<file path="src/hw/rtl/fbpa_pkg.sv">
// ============================================================================
// fbpa_pkg: shared types and constants of the fixed block pool allocator
// Field widths, register codes, reset values, queue entry formats and the
// state types of the front and back sequencers.
// ============================================================================
`default_nettype none

package fbpa_pkg;

  localparam int ADDR_W    = 32;  // byte address width
  localparam int BYTES_W   = 16;  // block_bytes register width
  localparam int CNT_W     = 11;  // block counts and block indexes
  localparam int SIZE_W    = 17;  // rounded block size, up to 65535 + 63
  localparam int PROD_W    = CNT_W + SIZE_W;
  localparam int DIV_STEPS = ADDR_W;
  localparam int REG_IDX_W = 2;

  // Upper bound of MAX_BLOCKS is 2047, the largest count that CNT_W bits hold.
  localparam int MAX_BLOCKS_DEF  = 1024;
  localparam int ALIGN_MASK_DEF  = 3;
  localparam int QUEUE_DEPTH_DEF = 2;

  localparam logic [REG_IDX_W-1:0] REG_POOL_BASE   = REG_IDX_W'(0);
  localparam logic [REG_IDX_W-1:0] REG_BLOCK_BYTES = REG_IDX_W'(1);
  localparam logic [REG_IDX_W-1:0] REG_BLOCK_TOTAL = REG_IDX_W'(2);

  localparam logic [ADDR_W-1:0]  RST_POOL_BASE   = ADDR_W'(0);
  localparam logic [BYTES_W-1:0] RST_BLOCK_BYTES = BYTES_W'(8);
  localparam logic [CNT_W-1:0]   RST_BLOCK_TOTAL = CNT_W'(16);

  typedef enum logic {
    OP_GET     = 1'b0,
    OP_RELEASE = 1'b1
  } op_t;

  typedef enum logic [1:0] {
    ST_OK          = 2'd0,
    ST_NO_MEMORY   = 2'd1,
    ST_NOT_A_BLOCK = 2'd2
  } status_t;

  typedef struct packed {
    logic [ADDR_W-1:0] base;
    logic [SIZE_W-1:0] size;   // rounded block size
    logic [CNT_W-1:0]  total;  // effective block count
  } cfg_t;

  typedef struct packed {
    logic              start;
    logic [ADDR_W-1:0] dividend;
    logic [SIZE_W-1:0] divisor;
  } div_req_t;

  typedef struct packed {
    logic              done;
    logic [ADDR_W-1:0] quot;
    logic [SIZE_W-1:0] rem;
  } div_rsp_t;

  typedef struct packed {
    op_t              op;
    logic             ok;   // release address names a block of the pool
    logic [CNT_W-1:0] idx;  // block index of a release
  } cmd_t;

  typedef struct packed {
    status_t           status;
    logic [ADDR_W-1:0] granted;
    logic [CNT_W-1:0]  used;
    logic [CNT_W-1:0]  free;
  } res_t;

  typedef enum logic [1:0] {
    F_IDLE,
    F_DIV,
    F_PUSH
  } front_state_t;

  typedef enum logic [1:0] {
    B_IDLE,
    B_LOOK,
    B_MUL,
    B_PUSH
  } back_state_t;

endpackage

`default_nettype wire

</file>
<file path="src/hw/rtl/fbpa_div.sv">
// ============================================================================
// fbpa_div: iterative restoring divider
// Divides a 32-bit offset by the block size, one quotient bit per cycle.
// ============================================================================
`default_nettype none

module fbpa_div (
  input  wire logic               clk,
  input  wire logic               rst_n,
  input  wire fbpa_pkg::div_req_t req,
  output fbpa_pkg::div_rsp_t      rsp
);

  localparam int AW = fbpa_pkg::ADDR_W;
  localparam int SW = fbpa_pkg::SIZE_W;
  localparam int NW = $clog2(fbpa_pkg::DIV_STEPS);

  logic          busy_r;
  logic          done_r;
  logic [NW-1:0] cnt_r;
  logic [AW-1:0] quot_r;
  logic [SW-1:0] rem_r;
  logic [SW-1:0] div_r;
  logic [SW:0]   trial;
  logic [SW:0]   diff;
  logic          ge;

  // shift in the next dividend bit and try to subtract
  assign trial = {rem_r, quot_r[AW-1]};
  assign diff  = trial - {1'b0, div_r};
  assign ge    = (trial >= {1'b0, div_r});

  always_ff @(posedge clk) begin
    if (!rst_n) begin
      busy_r <= 1'b0;
      done_r <= 1'b0;
      cnt_r  <= '0;
    end else begin
      done_r <= 1'b0;
      if (req.start) begin
        busy_r <= 1'b1;
        cnt_r  <= '0;
      end else if (busy_r) begin
        cnt_r <= cnt_r + NW'(1);
        if (cnt_r == NW'(fbpa_pkg::DIV_STEPS - 1)) begin
          busy_r <= 1'b0;
          done_r <= 1'b1;
        end
      end
    end
  end

  always_ff @(posedge clk) begin
    if (req.start) begin
      quot_r <= req.dividend;
      rem_r  <= '0;
      div_r  <= req.divisor;
    end else if (busy_r) begin
      quot_r <= {quot_r[AW-2:0], ge};
      rem_r  <= ge ? diff[SW-1:0] : trial[SW-1:0];
    end
  end

  assign rsp.done = done_r;
  assign rsp.quot = quot_r;
  assign rsp.rem  = rem_r;

endmodule

`default_nettype wire

</file>
<file path="src/hw/rtl/fbpa_front.sv">
// ============================================================================
// fbpa_front: request intake and address classification
// Takes one request, turns a release address into a block index and a
// validity flag, and hands a command to the back end.
// ============================================================================
`default_nettype none

module fbpa_front (
  input  wire logic                          clk,
  input  wire logic                          rst_n,
  input  wire logic                          in_push,
  output logic                               in_full,
  input  wire logic                          in_operation,
  input  wire logic [fbpa_pkg::ADDR_W-1:0]   in_release_address,
  input  wire fbpa_pkg::cfg_t                cfg,
  output logic                               cmd_push,
  output fbpa_pkg::cmd_t                     cmd,
  input  wire logic                          cmd_full
);

  localparam int CW = fbpa_pkg::CNT_W;
  localparam int AW = fbpa_pkg::ADDR_W;

  fbpa_pkg::front_state_t state_r;
  fbpa_pkg::front_state_t state_nxt;
  fbpa_pkg::op_t          op_r;
  logic                   ok_r;
  logic [CW-1:0]          idx_r;
  logic                   accept;
  fbpa_pkg::div_req_t     div_req;
  fbpa_pkg::div_rsp_t     div_rsp;

  assign in_full = (state_r != fbpa_pkg::F_IDLE);
  assign accept  = in_push && !in_full;

  assign div_req.start    = accept && (fbpa_pkg::op_t'(in_operation) == fbpa_pkg::OP_RELEASE);
  assign div_req.dividend = in_release_address - cfg.base;
  assign div_req.divisor  = cfg.size;

  fbpa_div u_div (
    .clk   (clk),
    .rst_n (rst_n),
    .req   (div_req),
    .rsp   (div_rsp)
  );

  always_ff @(posedge clk) begin
    if (!rst_n) begin
      state_r <= fbpa_pkg::F_IDLE;
    end else begin
      state_r <= state_nxt;
    end
  end

  always_comb begin
    state_nxt = state_r;
    cmd_push  = 1'b0;
    case (state_r)
      fbpa_pkg::F_IDLE: begin
        if (accept) begin
          state_nxt = div_req.start ? fbpa_pkg::F_DIV : fbpa_pkg::F_PUSH;
        end
      end
      fbpa_pkg::F_DIV: begin
        if (div_rsp.done) begin
          state_nxt = fbpa_pkg::F_PUSH;
        end
      end
      fbpa_pkg::F_PUSH: begin
        if (!cmd_full) begin
          cmd_push  = 1'b1;
          state_nxt = fbpa_pkg::F_IDLE;
        end
      end
      default: begin
        state_nxt = fbpa_pkg::F_IDLE;
      end
    endcase
  end

  // in range means quotient below the block count; on boundary means no rest
  always_ff @(posedge clk) begin
    if (accept) begin
      op_r  <= fbpa_pkg::op_t'(in_operation);
      ok_r  <= 1'b0;
      idx_r <= '0;
    end else if (state_r == fbpa_pkg::F_DIV && div_rsp.done) begin
      ok_r  <= (cfg.size != '0) && (div_rsp.rem == '0) && (div_rsp.quot < AW'(cfg.total));
      idx_r <= div_rsp.quot[CW-1:0];
    end
  end

  assign cmd.op  = op_r;
  assign cmd.ok  = ok_r;
  assign cmd.idx = idx_r;

endmodule

`default_nettype wire

</file>
<file path="config.mk">
export PLATFORM = sky130hd
export DESIGN_NAME = fbpa_front
export DESIGN_NICKNAME = d
export VERILOG_FILES = /design/src/hw/rtl/fbpa_pkg.sv /design/src/hw/rtl/fbpa_div.sv /design/src/hw/rtl/fbpa_front.sv
export SDC_FILE = /design/constraint.sdc
export NUM_CORES = 1
export LEC_CHECK = 0
export ABC_AREA = 1
export BUFFER_PORTS_ARGS = -buffer_cell sky130_fd_sc_hd__clkbuf_2
export CAP_MARGIN = 40
export CORE_MARGIN = 2
export CORE_UTILIZATION = 53
export DETAILED_ROUTE_END_ITERATION = 7
export HOLD_SLACK_MARGIN = 0.06
export PLACE_DENSITY = 0.75
export SETUP_SLACK_MARGIN = 0.05
export SLEW_MARGIN = 0
export SYNTH_ARGS = -nofsm -noshare
export SYNTH_HDL_FRONTEND = slang
export SYNTH_HIERARCHICAL = 1
export SYNTH_SLANG_ARGS = --single-unit
export TNS_END_PERCENT = 100
</file>
<file path="constraint.sdc">
create_clock -name clk -period 9.57 [get_ports clk]
set_input_delay 1.4355 -clock clk [delete_from_list [all_inputs] [get_ports clk]]
set_output_delay 1.4355 -clock clk [all_outputs]
set_load 0.005 [all_outputs]
</file>
* Yosys cells after proc, flatten, opt, wreduce, memory -nomap -nowiden
Index checks and enable logic that the tools add are counted.
** Word-level totals
- Flip-flop bits (word level) :: 88
- Bits of input ports :: 97
- Output and inout port bits :: 15
- Logic and storage cells :: 51
** Operators by class
- $add $sub $neg :: 3
- $lt $le $gt $ge :: 2
- Equality and inequality tests :: 6
- Muxes and demuxes :: 14
- Bitwise operators :: 2
- Reductions and logical operators :: 14
** Operator list (number)
- $mux 32 :: 2
- $lt 32x11->1 :: 1
- $sub 32x32->32 :: 1
- $ge 18x17->1 :: 1
- $logic_not 17->1 :: 1
- $mux 17 :: 1
- $reduce_bool 17->1 :: 1
- $sub 17x17->17 :: 1
- $mux 2 :: 4
- $mux 1 :: 6
- $pmux 2 s3 :: 1
- $add 5x1->5 const B :: 1
- $eq 5x5->1 const B :: 1
- $logic_and 1x1->1 :: 5
- $ne 2x2->1 const B :: 2
- $reduce_bool 2->1 :: 2
- $reduce_and 3->1 :: 1
- $reduce_or 3->1 :: 1
- $eq 2x1->1 const B :: 1
- $eq 2x2->1 const B :: 1
- $logic_not 2->1 :: 1
- $ne 2x1->1 const B :: 1
- $not 1->1 :: 2
- $reduce_or 2->1 :: 1
- $logic_not 1->1 :: 1

* Depth between registers and ports, before layout
- Word-level depth :: 7
- Gate-level depth with buffers :: 15

* Modules after synthesis
The synthesis kept the hierarchy.
** By module, submodules not included
- fbpa_div :: instances 1, cells an instance 533, area each 4152.7 um^2, sequential area each 1951.9 um^2
- fbpa_front :: instances 1, cells an instance 660, area each 3439.5 um^2, sequential area each 310.3 um^2

* Least setup slack after synthesis
Ideal clock, no wire load.
- Path kind :: input to register
- Start point :: input port in_push
- End point :: register u_div.quot_r[0] (enable)
- Data arrival time :: 3.774 ns
- Data required time :: 9.179 ns
- Slack :: 5.405 ns
- Stages :: 8
- Buffers on the path :: 2
- Cells stage by stage :: inv_1 -> nor2_1 -> inv_1 -> buf_2 -> nor2_1 -> clkbuf_1 -> nor2_1 -> inv_1
** RTL lines
- start: declaration :: line fbpa_front.sv:11 : input wire logic in_push,
- end signal: assignment :: line fbpa_div.sv:55 : quot_r <= req.dividend;
- end signal: assignment :: line fbpa_div.sv:59 : quot_r <= {quot_r[AW-2:0], ge};
- end: declaration :: line fbpa_div.sv:21 : logic [AW-1:0] quot_r;

==> impl_summary.txt <==
----------------------------------------------------
[Floorplan]
  Core area ... 13930 um^2
  Starting utilization of the core area ... 0.5449
  Area enclosed by the die boundary ... 15300 um^2
  Die W ... 123.7 um
  Std-Cell Rows ... 43
  Floorplan die height ... 123.7 um
  I/O pin count ... 112

[Placement]
  Dpl cells ... 1468
  Total placed instance area ... 8292 um^2
  IO buf count ... 111
  Final Wtd Congestion ... 0.9402
  Placed wire-length estimate ... 14660 um
  Worst slack after detailed placement ... 5.553 ns

[Final layout]
  Post-route design area ... 8563 um^2
  Most frequent cells in the layout ... 429 x nand2_1, 220 x inv_1, 111 x clkbuf_2, 103 x nor2_1, 73 x nand3_1
  Final Instance Count excl. Fillers ... 1484
  Number of nets in the layout ... 1458
  ANT cells ... 0
  Area Growth Syn to Fin ... 12.79%
  Ratio of cells with drive above 1 in the final layout ... 0.1288
  Leading cell type in the layout, fill and taps excluded ... nand2_1

[Timing]
  Clock skew after layout ... 0.005701 ns
  Hold Vio Cnt, Final ... 0
  Unrepaired setup endpoints after global routing ... no
  Final Slew Violations ... 0
  Worst setup slack after layout ... 5.925 ns
  Worst hold slack across all endpoints ... 0.4466 ns
  Portion of the clock cycle consumed by the worst path in the final layout ... 0.3809
  Slew HR ... 0.4541
  Actual slew at the worst max-slew pin ... 0.8180 ns
  FMAX ... 274.3 MHz
  Final setup violating endpoints ... 0
  Aggregate negative setup slack ... 0 ns
  Final Critical Period ... 3.645 ns

[CTS]
  Number of sinks handled by clock tree synthesis ... 88
  Count of cells resized by post-cts repair ... 0
  Number of buffers created by CTS ... 9
  Clock-pin transition on the worst setup and hold timing paths ... 0.06 ns
  Buffer levels on the longest clock path ... 2
  CTS tree ... built
  Clock tree root buffer cell ... clkbuf_16
  Clock latency reported for the late side of the worst-skew pair ... 0.34 ns
  Hold_buf cts ... 0
  CTS H-tree lvls ... 3
  Setup fix buffers added after clock tree synthesis ... 0

[Critical path]
  Arrival time reported for the critical path endpoint ... 3.63 ns
  Crit path capture type ... flop
  Startpoint kind of the worst setup timing path ... input port
  Crit-path max FO ... 52
  Data required time at the worst endpoint ... 9.56 ns
  Startpoint-to-endpoint class of the critical path ... input port to flop

[Synth]
  Sequential share of the synthesized area ... 0.2980
  Netlist cell types ... 38
  Synth top area share ... 0.2121
  Proportion of synthesized flip-flops having asynchronous set or reset ... 0
  Most area-hungry cell type in the Yosys netlist ... nand2_1
  Syn. warnings ... 6
  Ys flop type ... edfxtp_1
  Synth top area cells ... nand2_1 21%, edfxtp_1 20%, inv_1 11%
  Synthesized Nets ... 1352
  Flop and latch count out of synthesis ... 88
  Avg Inst Size Synth ... 6.364 um^2
  Summed instance area of the synthesized netlist ... 7592 um^2
  Number of cells produced by synthesis ... 1193
  Number of enable flip-flop cells after synthesis ... 50

[Power]
  Leakage power ... 4.820 nW
  Worst VDD drop ... 0.08241 mV
  Total power density per cell area ... 154.5 nW/um^2

[Routing]
  Routed length per instance ... 12.06 um
  Initial drt markers ... 410
  Number of DRC violations after detailed routing ... 0
  Via count ... 7358
  Routed WL ... 17890 um
  Antenna violation net count after detailed routing ... 0
  Detailed-router iteration count before antenna repair ... 5
  Via/cell ratio ... 4.958

[Global routing]
  Vias in the first global route ... 6813
  Largest net degree at the start of global routing ... 53
  Global-route wire length before repair ... 29480 um
  Total track usage ... 0.2411
  Remaining global-route overflow ... 0
  Number of antenna violations at the first check in global routing ... 0

[Outcome]
  Status ... finished, final reports clean

[Job]
  Count of maximum capacitance violations ... 0

[Worst hold path]
  Worst hold path type ... flop to flop

----------------------------------------------------
## metrics by stage
stage / utilization / power, mW
after global routing: 0.6145 / 1.419
final: 0.6145 / 1.323
after floorplan: - / 0.8817
after detailed placement: 0.5950 / 1.001
after global placement: 0.5925 / 0.9889
after CTS: 0.6145 / 1.326
## synth_stat cells, types with 9 or more instances
cell        n
o21ai_0    32
edfxtp_1   50
nand2_2    13
nor3_1     10
a21oi_1    60
dfxtp_1    38
nor2_1    104
clkbuf_1   10
ha_1       60
xor2_1     17
nand3b_1    9
inv_1     220
nand2_1   429
nand3_1    73
## layout make-up
type | count | area (um^2)
multi-input cells | 862 | 4362
flip-flops and latches | 88 | 2262
well taps | 180 | 225.2
clock inverters | 6 | 42.54
fillers | 1387 | 5371
clock buffers | 10 | 229.0
repair buffers | 115 | 605.6
inverters | 223 | 837.1
## metal layers
metal,vias to the layer above,share of wire,track usage
li1,3914,-,-
met1,3244,0.45,0.2988
met2,173,0.48,0.4337
met3,27,0.045,0.02381
met4,0,0.020,0.08665
met5,-,0,0
## worst max-delay path, stage by stage
cell and delay, ns:
clkbuf_2 0.07, inv_1 0.05, nor2_1 0.20, inv_1 0.23
nor2_4 0.12, buf_4 0.50, nor2_1 0.34, inv_1 0.23
buf_4 0.42
## registers in the layout, indices dropped and copies added (netlist names)
signal	count
u_div/quot_r	32
op_r	1
state_r	2
u_div/done_r	1
u_div/rem_r	17
u_div/busy_r	1
u_div/cnt_r	5
u_div/div_r	17
idx_r	11
ok_r	1
## where the power goes
group | switching (mW) | internal (mW) | total, mW | leakage [nW]
Clock | 0.145 | 0.177 | 0.322 | 0.130
Combinational | 0.325 | 0.190 | 0.515 | 3.91
Sequential | 0.0352 | 0.451 | 0.486 | 0.780
## path summary, 6_finish.rpt
check             startpoint                to  slack, ns  depth (start not counted)
setup / recovery     in_push  u_div/quot_r[28]       5.93                          9
hold / removal      idx_r[5]          idx_r[5]       0.45                          2
setup reg to reg  state_r[1]  u_div/quot_r[28]       6.65                          9
hold reg to reg     idx_r[5]          idx_r[5]       0.45                          2
## kinds of logic after synthesis
family | share of synthesized area
adders and majority gates | 0.1042
xor gates and xnor gates | 0.02769
AOI/OAI and AO/OA | 0.07515
and+or+nand+nor | 0.3665
buffers and inverters | 0.1285
DFF | 0.2980
(Power assumes the default switching activity.)
