===== src/hw/rtl/fbpa_pkg.sv =====
// ============================================================================
// fbpa_pkg: shared types and constants of the fixed block pool allocator
// Field widths, register codes, reset values, queue entry formats and the
// state types of the front and back sequencers.
// ============================================================================
`default_nettype none

package fbpa_pkg;

  localparam int ADDR_W    = 32;  // byte address width
  localparam int BYTES_W   = 16;  // block_bytes register width
  localparam int CNT_W     = 11;  // block counts and block indexes
  localparam int SIZE_W    = 17;  // rounded block size, up to 65535 + 63
  localparam int PROD_W    = CNT_W + SIZE_W;
  localparam int DIV_STEPS = ADDR_W;
  localparam int REG_IDX_W = 2;

  // Upper bound of MAX_BLOCKS is 2047, the largest count that CNT_W bits hold.
  localparam int MAX_BLOCKS_DEF  = 1024;
  localparam int ALIGN_MASK_DEF  = 3;
  localparam int QUEUE_DEPTH_DEF = 2;

  localparam logic [REG_IDX_W-1:0] REG_POOL_BASE   = REG_IDX_W'(0);
  localparam logic [REG_IDX_W-1:0] REG_BLOCK_BYTES = REG_IDX_W'(1);
  localparam logic [REG_IDX_W-1:0] REG_BLOCK_TOTAL = REG_IDX_W'(2);

  localparam logic [ADDR_W-1:0]  RST_POOL_BASE   = ADDR_W'(0);
  localparam logic [BYTES_W-1:0] RST_BLOCK_BYTES = BYTES_W'(8);
  localparam logic [CNT_W-1:0]   RST_BLOCK_TOTAL = CNT_W'(16);

  typedef enum logic {
    OP_GET     = 1'b0,
    OP_RELEASE = 1'b1
  } op_t;

  typedef enum logic [1:0] {
    ST_OK          = 2'd0,
    ST_NO_MEMORY   = 2'd1,
    ST_NOT_A_BLOCK = 2'd2
  } status_t;

  typedef struct packed {
    logic [ADDR_W-1:0] base;
    logic [SIZE_W-1:0] size;   // rounded block size
    logic [CNT_W-1:0]  total;  // effective block count
  } cfg_t;

  typedef struct packed {
    logic              start;
    logic [ADDR_W-1:0] dividend;
    logic [SIZE_W-1:0] divisor;
  } div_req_t;

  typedef struct packed {
    logic              done;
    logic [ADDR_W-1:0] quot;
    logic [SIZE_W-1:0] rem;
  } div_rsp_t;

  typedef struct packed {
    op_t              op;
    logic             ok;   // release address names a block of the pool
    logic [CNT_W-1:0] idx;  // block index of a release
  } cmd_t;

  typedef struct packed {
    status_t           status;
    logic [ADDR_W-1:0] granted;
    logic [CNT_W-1:0]  used;
    logic [CNT_W-1:0]  free;
  } res_t;

  typedef enum logic [1:0] {
    F_IDLE,
    F_DIV,
    F_PUSH
  } front_state_t;

  typedef enum logic [1:0] {
    B_IDLE,
    B_LOOK,
    B_MUL,
    B_PUSH
  } back_state_t;

endpackage

`default_nettype wire


===== src/hw/rtl/fbpa_fifo.sv =====
// ============================================================================
// fbpa_fifo: small synchronous queue
// Register-based queue of DEPTH entries (DEPTH >= 2) with full/empty flags.
// ============================================================================
`default_nettype none

module fbpa_fifo #(
  parameter type T     = logic,
  parameter int  DEPTH = fbpa_pkg::QUEUE_DEPTH_DEF
) (
  input  wire logic clk,
  input  wire logic rst_n,
  input  wire logic push,
  input  wire T     din,
  output logic      full,
  input  wire logic pop,
  output T          dout,
  output logic      empty
);

  localparam int PW = $clog2(DEPTH);
  localparam int CW = $clog2(DEPTH + 1);

  T              mem [DEPTH];
  logic [PW-1:0] wr_r;
  logic [PW-1:0] rd_r;
  logic [CW-1:0] cnt_r;
  logic          do_push;
  logic          do_pop;

  assign full    = (cnt_r == CW'(DEPTH));
  assign empty   = (cnt_r == '0);
  assign do_push = push && !full;
  assign do_pop  = pop && !empty;
  assign dout    = mem[rd_r];

  always_ff @(posedge clk) begin
    if (do_push) begin
      mem[wr_r] <= din;
    end
  end

  always_ff @(posedge clk) begin
    if (!rst_n) begin
      wr_r  <= '0;
      rd_r  <= '0;
      cnt_r <= '0;
    end else begin
      if (do_push) begin
        wr_r <= (wr_r == PW'(DEPTH - 1)) ? '0 : wr_r + PW'(1);
      end
      if (do_pop) begin
        rd_r <= (rd_r == PW'(DEPTH - 1)) ? '0 : rd_r + PW'(1);
      end
      if (do_push && !do_pop) begin
        cnt_r <= cnt_r + CW'(1);
      end else if (do_pop && !do_push) begin
        cnt_r <= cnt_r - CW'(1);
      end
    end
  end

endmodule

`default_nettype wire


===== config.mk =====
export PLATFORM = sky130hd
export DESIGN_NAME = fbpa_fifo
export DESIGN_NICKNAME = d
export VERILOG_FILES = /design/src/hw/rtl/fbpa_pkg.sv /design/src/hw/rtl/fbpa_fifo.sv
export SDC_FILE = /design/constraint.sdc
export NUM_CORES = 1
export LEC_CHECK = 0
export ABC_AREA = 1
export BUFFER_PORTS_ARGS = -buffer_cell sky130_fd_sc_hd__buf_2
export CAP_MARGIN = 30
export CORE_AREA = 2 2 39 41
export CTS_CLUSTER_SIZE = 8
export DETAILED_ROUTE_END_ITERATION = 8
export DIE_AREA = 0 0 41 43
export GPL_TIMING_DRIVEN = 0
export PLACE_DENSITY_LB_ADDON = 0.3
export REMOVE_ABC_BUFFERS = 1
export SETUP_SLACK_MARGIN = 0.15
export SYNTH_ARGS = -nofsm -noshare
export SYNTH_HDL_FRONTEND = slang
export SYNTH_SLANG_ARGS = --single-unit

===== constraint.sdc =====
create_clock -name clk -period 1.8 [get_ports clk]
set_input_delay 0.18 -clock clk [delete_from_list [all_inputs] [get_ports clk]]
set_output_delay 0.18 -clock clk [all_outputs]
set_load 0.02 [all_outputs]

# == Yosys cells after proc, flatten, opt, wreduce, memory -nomap -nowiden ==
# Memories as Yosys holds them, arrays and structs flattened. A register that Yosys moved wholly into a read port is not among the register bits.
# Cells that the tools add are included.
# word_totals
output_inout_bits,3
inputBits,5
wordCells,27
mem_count,1
ram_bits,2
reg_bits,4
# mem_list
name,depth,width,read_ports,rd_ports_with_merged_regs,wr,line,rtl
mem,2,1,1,1,1,fbpa_fifo.sv:24,T mem [DEPTH];
# classes
n_eq_ne,1
n_reduce_logical,10
n_mux,8
add_sub_neg,4
# op_table
operator,n
two-way mux 1 bit,6
logical AND 1 bit,4
logical NOT 1 bit,4
two-way mux 2 bit,2
adder 1 bit (second input constant),2
adder 2 x 1 -> 2 bit (second input constant),1
equality test 2 bit (second input constant),1
logical NOT 2 bit,1
nonzero test 2 bit,1
subtractor 2 x 1 -> 2 bit (second input constant),1

# == Depth between registers and ports, before layout ==
# depth
depth_word,7
depth_mapped,10

# == Worst setup path before layout ==
# OpenSTA, ideal clock, no wires.
# synth_path
path_kind,reg2reg
from,register cnt_r[0]
to,register cnt_r[1]
t_arrival_ps,1360
slack_ps,377
path_buffers,0
stages_incl_launch_ff,10
period_less_slack_ps,1423
required_time_ps,1736
cell_sequence,dfxtp_1 -> nor2_1 -> nor2_2 -> inv_1 -> ha_1 -> inv_1 -> nand3_1 -> nand2_1 -> inv_1 -> nor2_1
# synth_between
elab_chain_len,6
word_cells_on_any_way,15
cone_classes,add/sub (2); eq/ne (1); mux (2); reduce/logical (10)
# synth_rtl
element,line,rtl
start: declaration,fbpa_fifo.sv:27,logic [CW-1:0] cnt_r;
start signal: assignment,fbpa_fifo.sv:56,cnt_r <= cnt_r + CW'(1);
start signal: assignment,fbpa_fifo.sv:58,cnt_r <= cnt_r - CW'(1);
logical NOT 2 bit (*),fbpa_fifo.sv:32,assign empty = (cnt_r == '0);
via empty,fbpa_fifo.sv:18,output logic empty
logical NOT 1 bit (*),fbpa_fifo.sv:34,assign do_pop = pop && !empty;
logical AND 1 bit (*),fbpa_fifo.sv:34,
logical NOT 1 bit,fbpa_fifo.sv:55,if (do_push && !do_pop) begin
logical AND 1 bit,fbpa_fifo.sv:55,
two-way mux 2 bit or nonzero test 2 bit (tied branches),--,
# The timed path passes the listed nets; every way through them passes the cells marked *. The select of a mux whose other input is x is not followed.
# A chain may end at the register's enable or synchronous reset.

# == Final worst setup path ==
# layout_path
from,register cnt_r[0]
to,register cnt_r[1]
# layout_between
elab_chain_len,6
word_cells_on_any_way,15
cone_classes,add/sub (2); eq/ne (1); mux (2); reduce/logical (10)
# layout_rtl
element,line
equality test 2 bit or logical NOT 2 bit (tied branches),"fbpa_fifo.sv:31, fbpa_fifo.sv:32"
logical NOT 1 bit (on tied branches),"fbpa_fifo.sv:33, fbpa_fifo.sv:34"
logical AND 1 bit (on tied branches),"fbpa_fifo.sv:33, fbpa_fifo.sv:34"
logical NOT 1 bit (on tied branches),"fbpa_fifo.sv:57, fbpa_fifo.sv:55"
logical AND 1 bit (on tied branches),"fbpa_fifo.sv:57, fbpa_fifo.sv:55"
nonzero test 2 bit (no line) or two-way mux 2 bit (tied branches),--
# Parallel ways exist; a longest one is shown, timed or not. The select of a mux whose other input is x is not followed.

==> impl_metrics.prom <==
# TYPE chip_impl_metric gauge
chip_impl_metric{name="power.switching",unit="mW"} 0.249
chip_impl_metric{name="period_share",unit="%"} 78.4
chip_impl_metric{name="clkSlewWorstSetupHoldPaths",unit="ns"} 0.05
chip_impl_metric{name="grt_overflow",unit=""} 0
chip_impl_info{name="tritoncts",value="done"} 1
chip_impl_metric{name="fin_area",unit="um2"} 400
chip_impl_metric{name="final.min_clock_period",unit="ns"} 1.41
chip_impl_metric{name="viasPerCell",unit=""} 3.96
chip_impl_metric{name="final_cell_count_no_fill",unit=""} 68
chip_impl_metric{name="drt_drc_violations_left",unit=""} 0
chip_impl_metric{name="detail_route.wl_per_cell",unit="um"} 7.50
chip_impl_metric{name="synthCells",unit=""} 41
chip_impl_metric{name="worstPathRequired",unit="ns"} 1.99
chip_impl_metric{name="setup_bufs_post_cts",unit=""} 0
chip_impl_metric{name="final-max-slew-violation-count",unit=""} 0
chip_impl_metric{name="timing.max_slew.rel_slack",unit="%"} 86.9
chip_impl_metric{name="worst_clock_skew",unit="ns"} 0.00181
chip_impl_metric{name="coreArea",unit="um2"} 1380
chip_impl_metric{name="postSynth.asyncResetShare",unit="%"} 0
chip_impl_info{name="yosys_most_used_dff",value="sky130_fd_sc_hd__dfxtp_1"} 1
chip_impl_metric{name="dp_cells",unit=""} 64
chip_impl_metric{name="synth-seq-cells",unit=""} 7
chip_impl_metric{name="max-vdd-ir-drop",unit="V"} 0.000509
chip_impl_metric{name="use_met2",unit="%"} 10.6
chip_impl_metric{name="cts.path.max_buffers",unit=""} 2
chip_impl_info{name="worstSetupStartpointType",value="register"} 1
chip_impl_metric{name="first_global_vias",unit=""} 250
chip_impl_metric{name="drv.max_cap_violation_count",unit=""} 0
chip_impl_metric{name="power_switching_share",unit="%"} 39.1
chip_impl_metric{name="pwr_density",unit="nW/um2"} 1590
chip_impl_info{name="cell_family_with_most_cp_delay",value="simple AND/OR/NAND/NOR gates"} 1
chip_impl_metric{name="clock_tree.htree_level_count",unit=""} 1
chip_impl_metric{name="critical_path.n_buffers_inverters",unit=""} 3
chip_impl_metric{name="yosys_warnings",unit=""} 0
chip_impl_metric{name="use_met1",unit="%"} 9.09
chip_impl_info{name="crit_top_cell",value="sky130_fd_sc_hd__inv_1"} 1
chip_impl_info{name="rsz_0062_raised_after_global_routing",value="no"} 1
chip_impl_metric{name="die_height",unit="um"} 43
chip_impl_info{name="run_status",value="finished clean"} 1
chip_impl_metric{name="drive_gt1_share",unit="%"} 26.9
chip_impl_metric{name="clock_latency",unit="ns"} 0.25
chip_impl_metric{name="number_of_enable_flip_flop_cells_after_synthesis",unit=""} 2
chip_impl_metric{name="start_util",unit="%"} 23.1
chip_impl_metric{name="die_width",unit="um"} 41
chip_impl_metric{name="timing.final.setup_violations",unit=""} 0
chip_impl_metric{name="synth.cell_area",unit="um2"} 319
chip_impl_metric{name="fin_nets",unit=""} 59
chip_impl_info{name="timing.hold.worst.class",value="input port to register"} 1
chip_impl_metric{name="numCtsBuffers",unit=""} 3
chip_impl_metric{name="syn_avg_cell_area",unit="um2"} 7.78
chip_impl_metric{name="post_cts_repair_resize_count",unit=""} 0
chip_impl_metric{name="synthToLayoutAreaGrowth",unit="%"} 25.5
chip_impl_metric{name="finalHoldViolations",unit=""} 0
chip_impl_metric{name="worst_ep_arrival_time",unit="ns"} 1.60
chip_impl_metric{name="max_clock_freq",unit="MHz"} 709
chip_impl_info{name="synthMostInstantiatedCell",value="sky130_fd_sc_hd__nor2_1"} 1
chip_impl_metric{name="drt-pass1-iter-count",unit=""} 2
chip_impl_metric{name="internal_power_consumption",unit="mW"} 0.387
chip_impl_metric{name="path_max_fanout",unit=""} 5
chip_impl_metric{name="routed_wl",unit="um"} 510
chip_impl_metric{name="grt_pass1_wl",unit="um"} 945
chip_impl_metric{name="worst_path_largest_cell_delay",unit="ns"} 0.42
chip_impl_metric{name="grt_antenna_before_repair",unit=""} 0
chip_impl_metric{name="static-leakage-power",unit="nW"} 0.197
chip_impl_metric{name="detail_route.iter0.violations",unit=""} 6
chip_impl_info{name="synth.largest_area_cell",value="sky130_fd_sc_hd__dfxtp_1"} 1
chip_impl_metric{name="io-pin-count",unit=""} 8
chip_impl_metric{name="port-buffer-count",unit=""} 7
chip_impl_info{name="capturing_element_type_of_the_critical_path",value="register"} 1
chip_impl_metric{name="total_neg_setup_slack",unit="ns"} 0
chip_impl_metric{name="std_cell_rows",unit=""} 14
chip_impl_info{name="critical-path-slowest-cell",value="sky130_fd_sc_hd__dfxtp_1"} 1
chip_impl_metric{name="power_frac_comb",unit="%"} 40.4
chip_impl_metric{name="clock_power_share",unit="%"} 21.8
chip_impl_metric{name="seq_power_share",unit="%"} 37.8
chip_impl_metric{name="cts_hold_buffers",unit=""} 0
chip_impl_metric{name="grt_util_overall",unit="%"} 8.36
chip_impl_metric{name="routability_cong",unit=""} 0.639
chip_impl_info{name="ys_top_cells_by_area",value="sky130_fd_sc_hd__dfxtp_1, sky130_fd_sc_hd__edfxtp_1, sky130_fd_sc_hd__nor2_1, sky130_fd_sc_hd__inv_1, sky130_fd_sc_hd__nand2_1"} 1
chip_impl_info{name="worstPathCellList",value="nor2_1 -> nor2_2 -> inv_1 -> ha_1 -> inv_1 -> nand3_1 -> nand2_1 -> inv_1 -> nor2_1"} 1
chip_impl_metric{name="dpl-instance-area",unit="um2"} 374
chip_impl_metric{name="post-synth-top-area-fraction",unit="%"} 31.4
chip_impl_metric{name="tightestPinTransition",unit="ns"} 0.197
chip_impl_metric{name="n_antenna_cell",unit=""} 0
chip_impl_metric{name="die_area",unit="um2"} 1760
chip_impl_info{name="globalRoute.busiestLayer",value="met2"} 1
chip_impl_metric{name="cts_sinks",unit=""} 7
chip_impl_metric{name="vias",unit=""} 269
chip_impl_metric{name="grt_max_degree",unit=""} 6
chip_impl_info{name="yosys-top-cells-count",value="sky130_fd_sc_hd__nor2_1, sky130_fd_sc_hd__inv_1, sky130_fd_sc_hd__nand2_1"} 1
chip_impl_metric{name="drtAntennaViolNets",unit=""} 0
chip_impl_metric{name="globalRouteMet3Util",unit="%"} 6.28
chip_impl_metric{name="detailed_place_hpwl",unit="um"} 407
chip_impl_info{name="worst-setup-path-type",value="register to register"} 1
chip_impl_metric{name="synth_sequential_area_ratio",unit="%"} 50.2
chip_impl_info{name="cts-root-buf",value="sky130_fd_sc_hd__clkbuf_4"} 1
chip_impl_metric{name="yosysUniqueCellTypes",unit=""} 14
worst paths after layout:
kind | slack (ns) | end | depth (start not counted) | from
hold / removal | 0.12 | mem[0] | 1 | din
setup / recovery | 0.39 | cnt_r[1] | 9 | cnt_r[0]
hold reg to reg | 0.50 | rd_r | 2 | rd_r
setup reg to reg | 0.39 | cnt_r[1] | 9 | cnt_r[0]
area by class of cell:
| class | count | area (um2) |
|---|---|---|
| fill | 153 | 983 |
| clock buffer | 4 | 26.3 |
| inverter | 9 | 33.8 |
| multi-input combinational | 25 | 125 |
| timing repair buffer | 7 | 35.0 |
| tap | 16 | 20.0 |
| sequential | 7 | 160 |
power by group through the flow:
| stage | sequential, mW | combinational [mW] | clock [mW] |
|---|---|---|---|
| 3_5_place_dp | 0.244 | 0.257 | 0 |
| 2_1_floorplan | 0.237 | 0.201 | 0 |
| 6_report | 0.240 | 0.257 | 0.139 |
| 5_1_grt | 0.248 | 0.298 | 0.159 |
| 3_3_place_gp | 0.244 | 0.255 | 0 |
| 4_1_cts | 0.241 | 0.261 | 0.147 |
per-stage QoR:
stage,utilization [%],setup WS [ns],total power [mW],hold WS [ns]
after floorplan,-,0.377,0.439,0.279
after global placement,27.0,0.390,0.500,0.380
after detailed placement,27.0,0.380,0.501,0.377
after CTS,28.9,0.358,0.649,0.116
after global routing,28.9,0.230,0.705,0.109
final,28.9,0.389,0.636,0.125
worst register-to-register path, cell delays in order (launching register included):
cell	delay [ns]
sky130_fd_sc_hd__dfxtp_1	0.42
sky130_fd_sc_hd__nor2_1	0.09
sky130_fd_sc_hd__nor2_2	0.14
sky130_fd_sc_hd__inv_1	0.06
sky130_fd_sc_hd__ha_1	0.32
sky130_fd_sc_hd__inv_1	0.08
sky130_fd_sc_hd__nand3_1	0.07
sky130_fd_sc_hd__nand2_1	0.06
sky130_fd_sc_hd__inv_1	0.04
sky130_fd_sc_hd__nor2_1	0.08
metal layers:
metal  wire [um]  up-vias  part of all wire (%)
met5           0        -                     0
met4           0        0                     0
met3          31        0                   6.1
met2         241        4                    47
met1         236      115                    46
li1            -      150                     -
placed cells by master (no fill, tap or decap):
cell	netlist	routed
sky130_fd_sc_hd__buf_2	0	7
sky130_fd_sc_hd__ha_1	1	1
sky130_fd_sc_hd__o21ai_0	2	2
sky130_fd_sc_hd__edfxtp_1	2	2
sky130_fd_sc_hd__nor2_2	1	1
sky130_fd_sc_hd__nand4_1	1	1
sky130_fd_sc_hd__inv_2	1	1
sky130_fd_sc_hd__mux2_2	1	1
sky130_fd_sc_hd__o21ai_2	1	1
sky130_fd_sc_hd__nand2_1	6	6
sky130_fd_sc_hd__a21oi_1	1	1
sky130_fd_sc_hd__nor2_1	10	10
sky130_fd_sc_hd__clkbuf_4	0	3
sky130_fd_sc_hd__clkbuf_1	0	1
sky130_fd_sc_hd__dfxtp_1	5	5
sky130_fd_sc_hd__nand3_1	1	1
sky130_fd_sc_hd__inv_1	8	8
cell families after synthesis:
kind of cell | synth area share (%)
compound gates | 7.45
fa+ha+maj | 3.92
buf+inv | 10.6
flops | 50.2
mux | 3.53
simple gates | 24.3
No activity file was read; power rests on OpenSTA's default activity.
